File: config.mk
export PLATFORM = sky130hd
export DESIGN_NAME = ctg_smooth
export DESIGN_NICKNAME = d
export VERILOG_FILES = /design/src/sv/ctg_pkg.sv /design/src/sv/ctg_smooth.sv
export SDC_FILE = /design/constraint.sdc
export NUM_CORES = 2
export LEC_CHECK = 0
export BUFFER_PORTS_ARGS = -buffer_cell sky130_fd_sc_hd__buf_4
export CORE_ASPECT_RATIO = 0.5
export CORE_MARGIN = 4
export CORE_UTILIZATION = 60
export DETAILED_ROUTE_END_ITERATION = 16
export PLACE_DENSITY_LB_ADDON = 0.3
export REMOVE_ABC_BUFFERS = 1
export SLEW_MARGIN = 20
export SYNTH_ARGS = -nofsm -noshare
export SYNTH_HDL_FRONTEND = slang
export SYNTH_SLANG_ARGS = --single-unit
File: constraint.sdc
create_clock -name clk -period 6.09 [get_ports clk]
set_input_delay 0.3045 -clock clk [delete_from_list [all_inputs] [get_ports clk]]
set_output_delay 0.3045 -clock clk [all_outputs]
set_load 0.02 [all_outputs]
File: src/sv/ctg_pkg.sv
`timescale 1ns / 1ps
`default_nettype none
// ----------------------------------------------------------------------------
// ctg_pkg
// shared widths, types and states of the cubic trajectory generator
// ----------------------------------------------------------------------------
package ctg_pkg;

    localparam int POS_WIDTH  = 32;
    localparam int TICK_WIDTH = 16;
    localparam int FRAC_BITS  = 16;
    localparam int S_WIDTH    = FRAC_BITS + 1;
    localparam int CNT_W      = $clog2(FRAC_BITS);
    localparam int DIFF_W     = POS_WIDTH + 1;
    localparam int PROD_W     = DIFF_W + S_WIDTH;
    localparam int Q_W        = PROD_W - FRAC_BITS;
    localparam int SQ_W       = 2 * FRAC_BITS;
    localparam int CUBE_W     = 3 * FRAC_BITS;
    localparam int POLY_W     = 3 * FRAC_BITS + 3;

    typedef enum logic [2:0] {
        ST_IDLE,
        ST_DIV,
        ST_POLY,
        ST_BLEND,
        ST_DONE
    } ctg_state_t;

    typedef struct packed {
        logic signed [POS_WIDTH-1:0] desired_x;
        logic signed [POS_WIDTH-1:0] desired_y;
        logic signed [POS_WIDTH-1:0] desired_z;
        logic                        accepted;
        logic                        moving;
    } ctg_result_t;

endpackage
`default_nettype wire

File: src/sv/ctg_smooth.sv
`timescale 1ns / 1ps
`default_nettype none
// ----------------------------------------------------------------------------
// ctg_smooth
// smoothstep polynomial s = 3u^2 - 2u^3 in Q1.16, three registered stages
// ----------------------------------------------------------------------------
module ctg_smooth import ctg_pkg::*; (
    input  wire logic                 clk,
    input  wire logic                 rst_n,
    input  wire logic                 start,
    input  wire logic [FRAC_BITS-1:0] u,
    output logic                      done,
    output logic [S_WIDTH-1:0]        s
);

    logic [2:0]           vld_reg;
    logic [SQ_W-1:0]      sq_reg;
    logic [FRAC_BITS-1:0] u_d1_reg;
    logic [CUBE_W-1:0]    cube_reg;
    logic [SQ_W-1:0]      sq_d2_reg;
    logic [S_WIDTH-1:0]   s_reg;
    logic [POLY_W-1:0]    term_sq;
    logic [POLY_W-1:0]    term_cube;
    logic [POLY_W-1:0]    poly;

    always_comb
    begin
        term_sq   = ((POLY_W'(sq_d2_reg) << 1) + POLY_W'(sq_d2_reg)) << FRAC_BITS;
        term_cube = POLY_W'(cube_reg) << 1;
        poly      = term_sq - term_cube;
    end

    always_ff @(posedge clk or negedge rst_n)
    begin
        if (!rst_n)
        begin
            vld_reg <= '0;
        end
        else
        begin
            vld_reg <= {vld_reg[1:0], start};
        end
    end

    always_ff @(posedge clk)
    begin
        sq_reg    <= SQ_W'(u) * SQ_W'(u);
        u_d1_reg  <= u;
        cube_reg  <= CUBE_W'(sq_reg) * CUBE_W'(u_d1_reg);
        sq_d2_reg <= sq_reg;
        s_reg     <= poly[SQ_W +: S_WIDTH];
    end

    assign done = vld_reg[2];
    assign s    = s_reg;

endmodule
`default_nettype wire

==> metrics.md <==
| Metric | Value |
|---|---|
| Number of global-route vias before repair | about 24,000 |
| Most frequent cells in the layout | inv_1 (730), fa_1 (565), nand2_1 (395) |
| Fmax | between 0.15 and 0.2 GHz |
| Overflow after GRT | 0 |
| CTS tree | done |
| CP max FO | 4 |
| GRT Total Usage | approximately 28% |
| Core Area | 47,300 µm² |
| Ports | 37 |
| Commonest non-fill, non-tap cell in the layout | inv_1 |
| Die Width | between 300 and 400 µm |
| WL/cell | roughly 18 µm |
| Initial Util | approximately three fifths |
| Final setup viols | 8 |
| Crit Reg-Reg Startpoint | sq_reg[7] |
| WP data arrival | between 6 and 7 ns |
| YS warnings | 0 |
| Post-synth top area cell | fa_1 |
| Mapped cell area | about 29,000 µm² |
| Dpl cells | ~4,000 |
| Max reg flops | 48 |
| Nets@finish | 4,275 |
| Hold Slack | between 0.07 and 0.08 ns |
| Distinct cells, synth | 87 |
| Post-DP Area | between 30,000 and 40,000 µm² |
| Register area share after synthesis | under 10% |
| #FFs+latches synth | 144 |
| Final clock skew | 0.0311 ns |
| HP Start | u[12] |
| WS Path Type | register to register |
| Crit path top cell by count | fa_1 |
| Port Buffer Count | 36 |
| Filler Cells Inserted | roughly 3,600 |
| Num CTS Buffers | 17 |
| CP max stage cell | fa_1 |
| Startpoint types | register |
| Primary FF master, synth | dfxtp_1 |
| DRC Markers | 0 |
| Max-cap viol count | 0 |
| Failing checks | negative setup slack |
| Syn Inst Count | ~3,200 |
| Routed WL | a little over 70,000 µm |
| Clk buf depth | 2 |
| Cell area after layout | between 30,000 and 40,000 µm² |
| CP Capture Type | register |
| Largest net degree at the start of global routing | between 40 and 50 |
| Vias per inst | between 5 and 6 |
| Max-slew violation count | 0 |
| Final non-filler cell total | roughly 4,000 |
| Top cells by area, synth | fa_1 (40%), ha_1 (12%), dfxtp_1 (9.7%) |
| R2r setup slk | -0.13 ns |
| Max_slew headroom | 58.3% |
| GPL Wtd Cong | 0.897 |
| Routed Antenna Nets | 0 |
| Final worst slack | -0.126 ns |
| Share of post-route cells with drive strength above 1 | about 13% |
| Worst-path cell chain | buf_4, and2_4, fa_1, inv_1, fa_2, fa_1, fa_1, inv_1, fa_1, fa_1, ha_4, buf_6, nand3_4, nor4_4, o311ai_4, and3_4, o31ai_4, a21oi_2, a21oi_2, o221a_1, xor2_1 |
| Via count | 22,312 |
| Synth-to-Final Area Change | 13.6% |
| Post-synth ARST share | under 10% |
| Die Ht | ~160 µm |
| Status | finished with violations |
| Drt pass-1 iters | 6 |
| RSZ-0062 raised after global routing | yes |
| Minimum clock period | ~6.2 ns |
| Post-synth EDFFs | 0 |
| Hold crit path type | primary input to register |
| Die ar. | about 52,000 µm² |
| Ratio of final minimum period to clock period | 102% |
| CTS root buf | clkbuf_16 |
| Worst skew pair latency | roughly 0.47 ns |
| Worst Path Buf+Inv | 4 |
| CTS Sinks | approximately 140 |
| Worst path top cell family by delay | adder cells |
| Syn avg cell area | between 9 and 10 µm² |
| Final hold violations | 0 |
| Initial antenna violation count | 2 |
| Global-route wire length before repair | approximately 120,000 µm |
| Final HPWL DP | ~58,000 µm |
| Setup crit start | sq_reg[7] |
| Row cnt | 56 |
| Worst-margin pin slew | 0.620 ns |
| Worst-path clk slew | approximately 0.090 ns |
| Slowest cell delay on critical path | between 0.5 and 0.6 ns |
| Top-area cell type share of the netlist area | approximately two fifths |
| WP data required | between 6 and 7 ns |
| CTS H-tree lvls | 4 |
| Iter 0 DRT Violations | ~1,700 |
==> worst paths after layout <==
kind	to	cells past startpoint
max	cube_reg[45]	21
min	u_d1_reg[12]	1
max reg2reg	cube_reg[45]	21
min reg2reg	vld_reg[1]	0
max in group asynchronous	vld_reg[0]	2
min in group asynchronous	vld_reg[2]	2
==> stage by stage <==
stage	setup TNS (ns)	util, %	setup slack (ns)
2_1_floorplan	-0.234	-	-0.112
3_3_place_gp	-5.97	66.8	-0.640
3_5_place_dp	-7.10	66.8	-0.658
4_1_cts	-0.0284	68.7	-0.0284
5_1_grt	-2.25	69.7	-0.318
6_report	-0.503	69.7	-0.126
==> logic make-up after synthesis <==
| family | Yosys count | synth area share, % |
|---|---|---|
| simple gates | 894 | 15.2 |
| compound gates | 345 | 8.15 |
| mux | 3 | 0.112 |
| buf+inv | 851 | 11.0 |
| flops | 144 | 9.98 |
| other cells | 2 | 0.0259 |
| fa+ha+maj | 861 | 52.0 |
| xor+xnor | 117 | 3.53 |
==> what timing repair did <==
item	4_1_cts	5_1_grt
gates cloned	2	1
hold buffers	2	0
gates resized for setup	48	88
setup buffers	3	7
endpoints found under the setup margin	21	29
pin swaps	17	39
hold endpoints to repair	4	0
==> layout make-up <==
| class | instances | area (µm²) | area share [%] |
|---|---|---|---|
| clock inverter | 13 | 123 | 0.372 |
| sequential | 144 | 2940 | 8.92 |
| inverter | 733 | 2750 | 8.35 |
| clock buffer | 19 | 454 | 1.38 |
| multi-input combinational | 2229 | 23400 | 71.1 |
| timing repair buffer | 270 | 2460 | 7.45 |
| antenna | 1 | 2.50 | 0.00759 |
| tap | 638 | 798 | 2.42 |
==> synthesized netlist by cell type, drive strengths merged (4+ instances only) <==
cell type	n
a211oi	6
a21boi	5
a21o	71
a21oi	108
a221oi	7
a311o	4
a311oi	4
a31oi	9
a41oi	6
and2	263
and3	13
and4	6
buf	5
clkbuf	113
dfxtp	141
fa	576
ha	285
inv	733
nand2	396
nand2b	15
nand3	33
nand4	14
nor2	80
nor2b	19
nor3	17
nor4	7
o211ai	6
o21a	16
o21ai	50
o21bai	15
o31a	4
o31ai	4
o41ai	4
or2	9
or3	6
or4	6
xnor2	84
xor2	33
==> layer usage <==
layer  part of all wire [%]  GRT usage [%]  vias to the layer above
li1                       -              -                    10131
met1                     42           36.9                    11242
met2                     48           47.7                      817
met3                    8.1           6.25                      122
met4                    1.9           6.76                        0
met5                      0              0                        -
Power is not shown: default switching activity piles up to over one toggle a cycle in this logic, so the estimate is an artifact.
