### config.mk
export PLATFORM = sky130hd
export DESIGN_NAME = ctg_div
export DESIGN_NICKNAME = d
export VERILOG_FILES = /design/src/sv/ctg_pkg.sv /design/src/sv/ctg_div.sv
export SDC_FILE = /design/constraint.sdc
export NUM_CORES = 1
export LEC_CHECK = 0
export ABC_AREA = 1
export BUFFER_PORTS_ARGS = -buffer_cell sky130_fd_sc_hd__buf_2
export CAP_MARGIN = 30
export CORE_ASPECT_RATIO = 1.1
export CORE_MARGIN = 5
export CORE_UTILIZATION = 45
export CTS_CLUSTER_SIZE = 8
export DETAILED_ROUTE_END_ITERATION = 10
export PLACE_DENSITY = 0.64
export SLEW_MARGIN = 15
export SYNTH_ARGS = -nofsm -noshare
export SYNTH_HDL_FRONTEND = slang
export SYNTH_SLANG_ARGS = --single-unit
### constraint.sdc
create_clock -name clk -period 5.3 [get_ports clk]
set_clock_uncertainty 0.2 [all_clocks]
set_input_delay 0.53 -clock clk [delete_from_list [all_inputs] [get_ports clk]]
set_output_delay 0.53 -clock clk [all_outputs]
set_load 0.03 [all_outputs]
### src/sv/ctg_pkg.sv
`timescale 1ns / 1ps
`default_nettype none
// ----------------------------------------------------------------------------
// ctg_pkg
// shared widths, types and states of the cubic trajectory generator
// ----------------------------------------------------------------------------
package ctg_pkg;

    localparam int POS_WIDTH  = 32;
    localparam int TICK_WIDTH = 16;
    localparam int FRAC_BITS  = 16;
    localparam int S_WIDTH    = FRAC_BITS + 1;
    localparam int CNT_W      = $clog2(FRAC_BITS);
    localparam int DIFF_W     = POS_WIDTH + 1;
    localparam int PROD_W     = DIFF_W + S_WIDTH;
    localparam int Q_W        = PROD_W - FRAC_BITS;
    localparam int SQ_W       = 2 * FRAC_BITS;
    localparam int CUBE_W     = 3 * FRAC_BITS;
    localparam int POLY_W     = 3 * FRAC_BITS + 3;

    typedef enum logic [2:0] {
        ST_IDLE,
        ST_DIV,
        ST_POLY,
        ST_BLEND,
        ST_DONE
    } ctg_state_t;

    typedef struct packed {
        logic signed [POS_WIDTH-1:0] desired_x;
        logic signed [POS_WIDTH-1:0] desired_y;
        logic signed [POS_WIDTH-1:0] desired_z;
        logic                        accepted;
        logic                        moving;
    } ctg_result_t;

endpackage
`default_nettype wire

### src/sv/ctg_div.sv
`timescale 1ns / 1ps
`default_nettype none
// ----------------------------------------------------------------------------
// ctg_div
// restoring divider, one quotient bit per cycle: u = floor(num * 2^16 / den)
// with num below den
// ----------------------------------------------------------------------------
module ctg_div import ctg_pkg::*; (
    input  wire logic                  clk,
    input  wire logic                  rst_n,
    input  wire logic                  start,
    input  wire logic [TICK_WIDTH-1:0] num,
    input  wire logic [TICK_WIDTH-1:0] den,
    output logic                       done,
    output logic [FRAC_BITS-1:0]       quo
);

    logic                  busy_reg;
    logic                  done_reg;
    logic [CNT_W-1:0]      cnt_reg;
    logic [TICK_WIDTH-1:0] rem_reg;
    logic [TICK_WIDTH-1:0] den_reg;
    logic [FRAC_BITS-1:0]  quo_reg;
    logic [TICK_WIDTH:0]   rem_shift;
    logic [TICK_WIDTH:0]   rem_sub;
    logic                  fits;
    logic [TICK_WIDTH-1:0] rem_next;

    always_comb
    begin
        rem_shift = {rem_reg, 1'b0};
        rem_sub   = rem_shift - {1'b0, den_reg};
        fits      = (rem_shift >= {1'b0, den_reg});
        rem_next  = fits ? rem_sub[TICK_WIDTH-1:0] : rem_shift[TICK_WIDTH-1:0];
    end

    always_ff @(posedge clk or negedge rst_n)
    begin
        if (!rst_n)
        begin
            busy_reg <= 1'b0;
            done_reg <= 1'b0;
            cnt_reg  <= '0;
        end
        else
        begin
            done_reg <= 1'b0;
            if (start)
            begin
                busy_reg <= 1'b1;
                cnt_reg  <= CNT_W'(FRAC_BITS - 1);
            end
            else if (busy_reg)
            begin
                cnt_reg <= cnt_reg - 1'b1;
                if (cnt_reg == '0)
                begin
                    busy_reg <= 1'b0;
                    done_reg <= 1'b1;
                end
            end
        end
    end

    always_ff @(posedge clk)
    begin
        if (start)
        begin
            rem_reg <= num;
            den_reg <= den;
        end
        else if (busy_reg)
        begin
            rem_reg <= rem_next;
            quo_reg <= {quo_reg[FRAC_BITS-2:0], fits};
        end
    end

    assign done = done_reg;
    assign quo  = quo_reg;

endmodule
`default_nettype wire

==> impl_metrics.env <==
export IMPL_startpoint="rem_reg[0]"
export IMPL_multiInputGateArea_um2=1420
export IMPL_crit_fanout=17
export IMPL_synth_cells=398
export IMPL_die_area_um2=9230
export IMPL_synth_edff_count=48
export IMPL_synthTopCellsByArea="edfxtp_1 (43%), nand2_1 (15%), inv_1 (7.8%)"
export IMPL_remaining_drc_errors=0
export IMPL_p_per_area_nw_per_um2=468.1
export IMPL_root_buffer="clkbuf_8"
export IMPL_ys_warn_count=0
export IMPL_netlist_area_um2=3333
export IMPL_cp_end_kind="flip-flop"
export IMPL_ant_nets=0
export IMPL_dp_cells=531
export IMPL_timing_fmax_mhz=398.5
export IMPL_cts_resized=0
export IMPL_synth_common_cells="nand2_1 (134), inv_1 (69), edfxtp_1 (48)"
export IMPL_ctsHoldBuffers=1
export IMPL_grt_pass1_wl_mm=12.10
export IMPL_grt_pass1_vias=2764
export IMPL_period_share_pct=47.35
export IMPL_period_minus_slack_ns=2.510
export IMPL_place_hpwl_mm=5.125
export IMPL_muxShareOfSynthArea_pct=0
export IMPL_cts_buffers_inserted=5
export IMPL_seq_area_um2=1592
export IMPL_status="completed"
export IMPL_r2r_cells=10
export IMPL_clkLatencyLatePin_ns=0.31
export IMPL_worst_setup_path_type="reg2reg"
export IMPL_avgSynthCellArea_um2=8.375
export IMPL_drt_iter0_drc=120
export IMPL_synthAdderAreaFrac_pct=6.982
export IMPL_cp_arrival_ns=2.38
export IMPL_io_pins=52
export IMPL_grt_max_degree=37
export IMPL_fp_dieW_um=92.06
export IMPL_drive_gt1_share_pct=18.54
export IMPL_yosysTopAreaCell="edfxtp_1"
export IMPL_clk_pin_slew_worst_paths_ns=0.10
export IMPL_crit_path_start_kind="flip-flop"
export IMPL_diodes=0
export IMPL_finalMaxSlewViolations=0
export IMPL_cts_tree="built"
export IMPL_synth_xor_area_share_pct=1.839
export IMPL_cts_setup_buffers=0
export IMPL_leakage_nw=1.932
export IMPL_yosysTopAreaCellShare_pct=43.24
export IMPL_ys_flop_type="edfxtp_1"
export IMPL_final_cells=540
export IMPL_fill_cells=733
export IMPL_ys_seq_elements=54
export IMPL_endpoint="rem_reg[0]"
export IMPL_routed_via_density=4.898
export IMPL_syn_nets=451
export IMPL_die_y_um=100.3
export IMPL_async_reset_ff_share_pct=11.11
export IMPL_cts_sinks=54
export IMPL_min_path_type="in2reg"
export IMPL_worstPathRequired_ns=5.17
export IMPL_synth_most_common_cell="nand2_1"
export IMPL_synthToLayoutAreaGrowth_pct=12.69
export IMPL_hold_viol=0
export IMPL_first_pass_iters=5
export IMPL_slew_headroom_pct=51.49
export IMPL_synth_top_family_by_area="simple AND/OR/NAND/NOR gates"
export IMPL_synth_simple_gate_area_share_pct=31.53
export IMPL_tightest_slew_ns=0.7268
export IMPL_rows=33
export IMPL_maxCapViolCount=0
export IMPL_regToRegEndpoint="rem_reg[0]"
export IMPL_place_port_buffers=51
export IMPL_place_congestion=0.9330
export IMPL_r2r_slack_ns=2.79
export IMPL_grt_usage_pct=16.18
export IMPL_synth_compound_area_share_pct=2.252
export IMPL_rsz0062_at_grt="no"
export IMPL_r2r_start="rem_reg[0]"
export IMPL_wirelength_mm=6.827
export IMPL_finalNetCount=505
export IMPL_clock_path_buffers=2
export IMPL_fin_util_pct=51.11
export IMPL_power_w=0.001758
export IMPL_start_util_pct=45.35
export IMPL_synth_cell_types=33
export IMPL_num_vias=2645
export IMPL_max_vdd_ir_drop_v=0.0002012
export IMPL_tns_ns=0
export IMPL_wire_per_inst_um=12.64
export IMPL_setup_viol=0
export IMPL_htree_levels=2
export IMPL_antenna_found_initial=0
export IMPL_seq_area_frac_synth_pct=47.75
export IMPL_coreArea_um2=7350
export IMPL_overflow=0
==> per-layer routing <==
layer / global-route usage, % / share of wire [%]
met1: 18.98 / 44
met2: 28.48 / 48
met3: 4.348 / 5.9
met4: 5.829 / 2.1
met5: 0 / 0
==> cell families after synthesis <==
logic type	count (synthesis)
fa+ha+maj	18
buf+inv	79
flops	54
xor+xnor	7
compound gates	13
simple gates	227
==> how the worst min path moves through the flow <==
stage | startpoint | end | depth (start not counted)
after detailed placement | rst_n | cnt_reg[2] | 1
after global placement | rst_n | cnt_reg[2] | 1
after floorplan | rst_n | busy_reg | 0
final | den[14] | den_reg[14] | 1
after CTS | den[3] | den_reg[3] | 1
after global routing | den[8] | den_reg[8] | 1
==> layout by cell type (no fill, tap or decap), drive strengths merged, types with 2 or more instances in the layout <==
cell type,instances
xnor2,5
clkinv,2
nor2,20
buf,52
xor2,2
clkbuf,5
nand3b,11
inv,73
ha,17
o21ai,2
or2,2
a21oi,7
nand4,6
a22oi,2
nor3,3
dfrtp,6
and2,2
nand2,145
edfxtp,48
nand3,37
==> stage by stage <==
stage          hold slack [ns]  worst slack (ns)  area (um2)
2_1_floorplan          0.03441             3.183        3333
3_3_place_gp            0.1572             2.697        3657
3_5_place_dp            0.1595             2.624        3657
4_1_cts                 0.1742             2.769        3756
5_1_grt                 0.1629             2.575        3756
6_report                0.1847             2.790        3756
==> report_power, final <==
| group | switching (W) | total (W) | internal (W) |
|---|---|---|---|
| Sequential | 0.0000444 | 0.000616 | 0.000572 |
| Combinational | 0.000573 | 0.000908 | 0.000334 |
| Clock | 0.000141 | 0.000234 | 0.0000934 |
==> critical path: stages (launching register included) <==
cell and delay, ns:
edfxtp_1 0.41, ha_1 0.35, ha_1 0.22, nand2_1 0.06
nor2_1 0.05, nand3_2 0.09, nor2_4 0.04, nor2_4 0.39
nand2_4 0.26, nand3_1 0.13, nand2_1 0.07
==> cell type report <==
cell class	count	share of cell area, %
Clock inverter	3	0.5330
Inverter	73	7.295
Sequential cell	54	42.37
Multi-Input combinational cell	265	37.81
Timing Repair Buffer	53	7.262
Clock buffer	5	1.832
Tap cell	87	2.898
Power figures use the tool's default switching activity.
