===== src/sv/ctg_pkg.sv =====
`timescale 1ns / 1ps
`default_nettype none
// ----------------------------------------------------------------------------
// ctg_pkg
// shared widths, types and states of the cubic trajectory generator
// ----------------------------------------------------------------------------
package ctg_pkg;

    localparam int POS_WIDTH  = 32;
    localparam int TICK_WIDTH = 16;
    localparam int FRAC_BITS  = 16;
    localparam int S_WIDTH    = FRAC_BITS + 1;
    localparam int CNT_W      = $clog2(FRAC_BITS);
    localparam int DIFF_W     = POS_WIDTH + 1;
    localparam int PROD_W     = DIFF_W + S_WIDTH;
    localparam int Q_W        = PROD_W - FRAC_BITS;
    localparam int SQ_W       = 2 * FRAC_BITS;
    localparam int CUBE_W     = 3 * FRAC_BITS;
    localparam int POLY_W     = 3 * FRAC_BITS + 3;

    typedef enum logic [2:0] {
        ST_IDLE,
        ST_DIV,
        ST_POLY,
        ST_BLEND,
        ST_DONE
    } ctg_state_t;

    typedef struct packed {
        logic signed [POS_WIDTH-1:0] desired_x;
        logic signed [POS_WIDTH-1:0] desired_y;
        logic signed [POS_WIDTH-1:0] desired_z;
        logic                        accepted;
        logic                        moving;
    } ctg_result_t;

endpackage
`default_nettype wire


===== src/sv/ctg_lane.sv =====
`timescale 1ns / 1ps
`default_nettype none
// ----------------------------------------------------------------------------
// ctg_lane
// one axis: pos + floor((goal - pos) * s / 2^16), three registered stages
// ----------------------------------------------------------------------------
module ctg_lane import ctg_pkg::*; (
    input  wire logic                        clk,
    input  wire logic                        rst_n,
    input  wire logic                        start,
    input  wire logic signed [POS_WIDTH-1:0] pos,
    input  wire logic signed [POS_WIDTH-1:0] goal,
    input  wire logic [S_WIDTH-1:0]          s,
    output logic                             done,
    output logic signed [POS_WIDTH-1:0]      res
);

    logic [2:0]                  vld_reg;
    logic [DIFF_W-1:0]           diff_reg;
    logic [PROD_W-1:0]           prod_reg;
    logic                        neg_reg;
    logic signed [POS_WIDTH-1:0] res_reg;
    logic                        neg;
    logic [DIFF_W-1:0]           mag;
    logic [Q_W-1:0]              q;
    logic [Q_W-1:0]              pos_ext;
    logic [Q_W-1:0]              sum;

    always_comb
    begin
        neg     = diff_reg[DIFF_W-1];
        mag     = neg ? (~diff_reg + 1'b1) : diff_reg;
        q       = prod_reg[PROD_W-1:FRAC_BITS]
                + Q_W'(neg_reg && (prod_reg[FRAC_BITS-1:0] != '0));
        pos_ext = {{(Q_W-POS_WIDTH){pos[POS_WIDTH-1]}}, pos};
        sum     = neg_reg ? (pos_ext - q) : (pos_ext + q);
    end

    always_ff @(posedge clk or negedge rst_n)
    begin
        if (!rst_n)
        begin
            vld_reg <= '0;
        end
        else
        begin
            vld_reg <= {vld_reg[1:0], start};
        end
    end

    always_ff @(posedge clk)
    begin
        diff_reg <= {goal[POS_WIDTH-1], goal} - {pos[POS_WIDTH-1], pos};
        prod_reg <= PROD_W'(mag) * PROD_W'(s);
        neg_reg  <= neg;
        res_reg  <= sum[POS_WIDTH-1:0];
    end

    assign done = vld_reg[2];
    assign res  = res_reg;

endmodule
`default_nettype wire


===== config.mk =====
export PLATFORM = sky130hd
export DESIGN_NAME = ctg_lane
export DESIGN_NICKNAME = d
export VERILOG_FILES = /design/src/sv/ctg_pkg.sv /design/src/sv/ctg_lane.sv
export SDC_FILE = /design/constraint.sdc
export NUM_CORES = 2
export LEC_CHECK = 0
export ABC_AREA = 1
export BUFFER_PORTS_ARGS = -buffer_cell sky130_fd_sc_hd__buf_4
export CAP_MARGIN = 20
export CORE_MARGIN = 2
export CORE_UTILIZATION = 40
export CTS_BUF_LIST = sky130_fd_sc_hd__clkbuf_16
export DETAILED_ROUTE_END_ITERATION = 8
export SYNTH_ARGS = -nofsm -noshare
export SYNTH_HDL_FRONTEND = slang
export SYNTH_SLANG_ARGS = --single-unit

===== constraint.sdc =====
create_clock -name clk -period 13.8 [get_ports clk]
set_clock_uncertainty 0.2 [all_clocks]
set_input_delay 2.76 -clock clk [delete_from_list [all_inputs] [get_ports clk]]
set_output_delay 2.76 -clock clk [all_outputs]
set_load 0.02 [all_outputs]

==> out/metrics.yaml <==
status:
  run_status: "finished clean"
sta:
  hold_viol_final: 0
  fmaxAchievable_mhz: 109.3
  timing.setup.tns_ns: 0
  rsz_0062_raised_after_global_routing: "false"
  max_slew_violation_total_from_the_final_report: 0
  max_slew.worst_pin.slew_ns: 1.037
  min_period_ns: 9.147
  setup_viol: 0
  fin_crit_sh: 0.6628
  maxSlewHeadroom: 0.3043
logic_synthesis:
  synth.most_common_cell: "sky130_fd_sc_hd__nand2_1"
  synth_commonest_cells: "891 x sky130_fd_sc_hd__nand2_1, 836 x sky130_fd_sc_hd__inv_1, 465 x sky130_fd_sc_hd__fa_1, 423 x sky130_fd_sc_hd__nor2_1, 180 x sky130_fd_sc_hd__ha_1"
  yosys.area_share.xor_xnor: 0.04281
  synth_fp_nets: 4426
  postSynthRegisterBits: 117
  synth.lib_cells_used.distinct: 54
  synthesis.area_per_instance_um2: 7.242
  synth-seq-area-share: 0.08804
  synth_compound_gate_area_share: 0.06640
  postSynthCellCount: 3697
  cells_taking_the_most_area_after_synthesis: "sky130_fd_sc_hd__fa_1 35%, sky130_fd_sc_hd__nand2_1 12%, sky130_fd_sc_hd__inv_1 12%"
  yosys-mux-area-fraction: 0
  yosysTopAreaCell: "sky130_fd_sc_hd__fa_1"
  yosys.area_share.adder: 0.4318
  synthDominantCellAreaShare: 0.3477
  synthesized_area_fraction_occupied_by_and_or_nand_nor_cells: 0.2376
  synth_ff_type: "sky130_fd_sc_hd__dfxtp_1"
  largest_family_of_logic_cells_by_synthesized_area: "adder cells"
  synth_edf_count: 0
  yosysWarnings: 0
  cell_area_after_synthesis_um2: 26770
  synth-async-reset-ratio: 0.02564
detailed_routing:
  wirelength_um: 87070
  dr_vias_cell: 5.102
  vias: 23646
  wire_per_inst_um: 18.79
  drt_iter0_markers: 1891
  drt_first_pass_iters: 6
  detail_route.drc_violations: 0
  route.antenna.remaining_nets: 0
setup_path:
  required_ns: 13.95
  path_max_fanout: 25
  critical_path.startpoint_type: "input port"
  cp_data_arrival_time_ns: 9.30
  critical-path-slowest-cell: "sky130_fd_sc_hd__clkinv_1"
  worstSetupEndpointType: "flip-flop"
  timing.setup.critical_path_class: "input port to flip-flop"
  worstPathBufferInverterCount: 4
  critPathMaxStageDelay_ns: 0.83
  path_delay_family: "adder cells"
  crit_top_cell: "sky130_fd_sc_hd__nand2_1"
  worst_path_cell_chain: "buf_4, clkinv_1, nor2_1, fa_1, fa_1, fa_1, fa_1, fa_1, inv_1, fa_1, inv_1, ha_1, nand2_1, nor2_1, nand2_1, nor4_1, nand2_1, nand3_1, nand2_1, nand2_1, nand2_1, nand2_1, xor2_1"
clocking:
  holdBufCountCts: 0
  tritoncts: "yes"
  clock_sinks: 117
  ctsRootBufferMaster: "sky130_fd_sc_hd__clkbuf_16"
  cts_resized: 0
  postCtsSetupBuffers: 0
  clockBufferDepth: 2
  htree_levels: 4
  numCtsBuffers: 17
  cts.clk_slew.worst_paths_ns: 0.06
  insertion_delay_ns: 0.44
grt:
  grt_pass1_vias: 24318
  grt_max_degree: 35
  initial_antenna_violation_count: 0
  wire_length_of_the_first_global_routing_pass_um: 138100
  grt.overflow.total: 0
  grt.total_usage: 0.2586
floorplan:
  die_h_um: 262.7
  total_die_area_um2: 69020
  initial_core_util: 0.4058
  core_um2: 65980
  rows: 94
  die-width_um: 262.7
  io_pins: 117
placement:
  place.gp.congestion: 0.9805
  port-buffer-count: 116
  hpwl_um: 72610
final_layout:
  design.final.nets: 4487
  share_of_final_layout_standard_cells_stronger_than_drive_strength_1: 0.06046
  diodes: 0
  largest_register_ffs: 48
  layout-area-overhead-vs-synth_pct: 8.486
  layout.filler_cells: 6777
min_path:
  hold_path_class: "flip-flop to flip-flop"
job:
  max_cap_violations: 0
[path summary, 6_finish.rpt]
kind	startpoint	to	slack, ns	cells past startpoint
max in group asynchronous	rst_n	vld_reg[1]	11.41	1
min	vld_reg[1]	vld_reg[2]	0.15	0
min in group asynchronous	rst_n	vld_reg[0]	1.89	1
max	s[15]	prod_reg[39]	4.65	23
min reg2reg	vld_reg[1]	vld_reg[2]	0.15	0
max reg2reg	diff_reg[0]	prod_reg[39]	4.92	33
[per-layer routing]
layer | track usage | part of all wire | up-vias
met5 | 0 | 0 | -
met4 | 0.1034 | 0.044 | 0
met3 | 0.04104 | 0.071 | 150
met2 | 0.4232 | 0.46 | 801
met1 | 0.3421 | 0.43 | 11577
li1 | - | - | 11118
[cell families (layout without fill, tap and decap cells)]
| logic type | Yosys count | count (layout) |
|---|---|---|
| xor gates and xnor gates | 130 | 130 |
| AOI/OAI and AO/OA | 306 | 306 |
| adders and majority gates | 645 | 645 |
| DFF | 117 | 117 |
| and+or+nand+nor | 1555 | 1555 |
| buffers and inverters | 944 | 1018 |
[metrics by stage]
| stage | hold WS [ns] | util | setup WS [ns] | cells | cell area [um2] |
|---|---|---|---|---|---|
| final | 0.1480 | 0.4402 | 4.653 | 4635 | 29050 |
| after detailed placement | 0.1371 | 0.4318 | 4.343 | 4603 | 28490 |
| after global routing | 0.1630 | 0.4402 | 4.221 | 4635 | 29050 |
| after CTS | 0.1511 | 0.4402 | 4.741 | 4635 | 29050 |
| after global placement | 0.1346 | 0.4316 | 4.309 | 4602 | 28480 |
| after floorplan | 0.1312 | - | 5.490 | 3697 | 26770 |
[area by class of cell]
class,instances,area (um2),area share
multi-input combinational,2636,20860,0.7182
inverter,857,3217,0.1107
clock inverter,15,132.6,0.004566
clock buffer,17,425.4,0.01465
sequential,117,2357,0.08115
timing repair buffer,129,972.2,0.03347
tap,864,1081,0.03722
[cells in the final DEF (no fill, tap or decap), types with 15 or more instances in the layout]
cell type	count
sky130_fd_sc_hd__nand2_1	891
sky130_fd_sc_hd__inv_1	836
sky130_fd_sc_hd__fa_1	465
sky130_fd_sc_hd__nor2_1	423
sky130_fd_sc_hd__ha_1	180
sky130_fd_sc_hd__buf_4	128
sky130_fd_sc_hd__a21oi_1	122
sky130_fd_sc_hd__dfxtp_1	114
sky130_fd_sc_hd__nand3_1	96
sky130_fd_sc_hd__xor2_1	86
sky130_fd_sc_hd__o21ai_0	86
sky130_fd_sc_hd__xnor2_1	41
sky130_fd_sc_hd__nor3_1	32
sky130_fd_sc_hd__nand4_1	30
sky130_fd_sc_hd__nand2_2	21
sky130_fd_sc_hd__a21o_1	21
sky130_fd_sc_hd__o21bai_1	19
sky130_fd_sc_hd__clkbuf_16	17
sky130_fd_sc_hd__a31oi_1	15
Power is not shown: default switching activity piles up to over one toggle a cycle in this logic, so the estimate is an artifact.
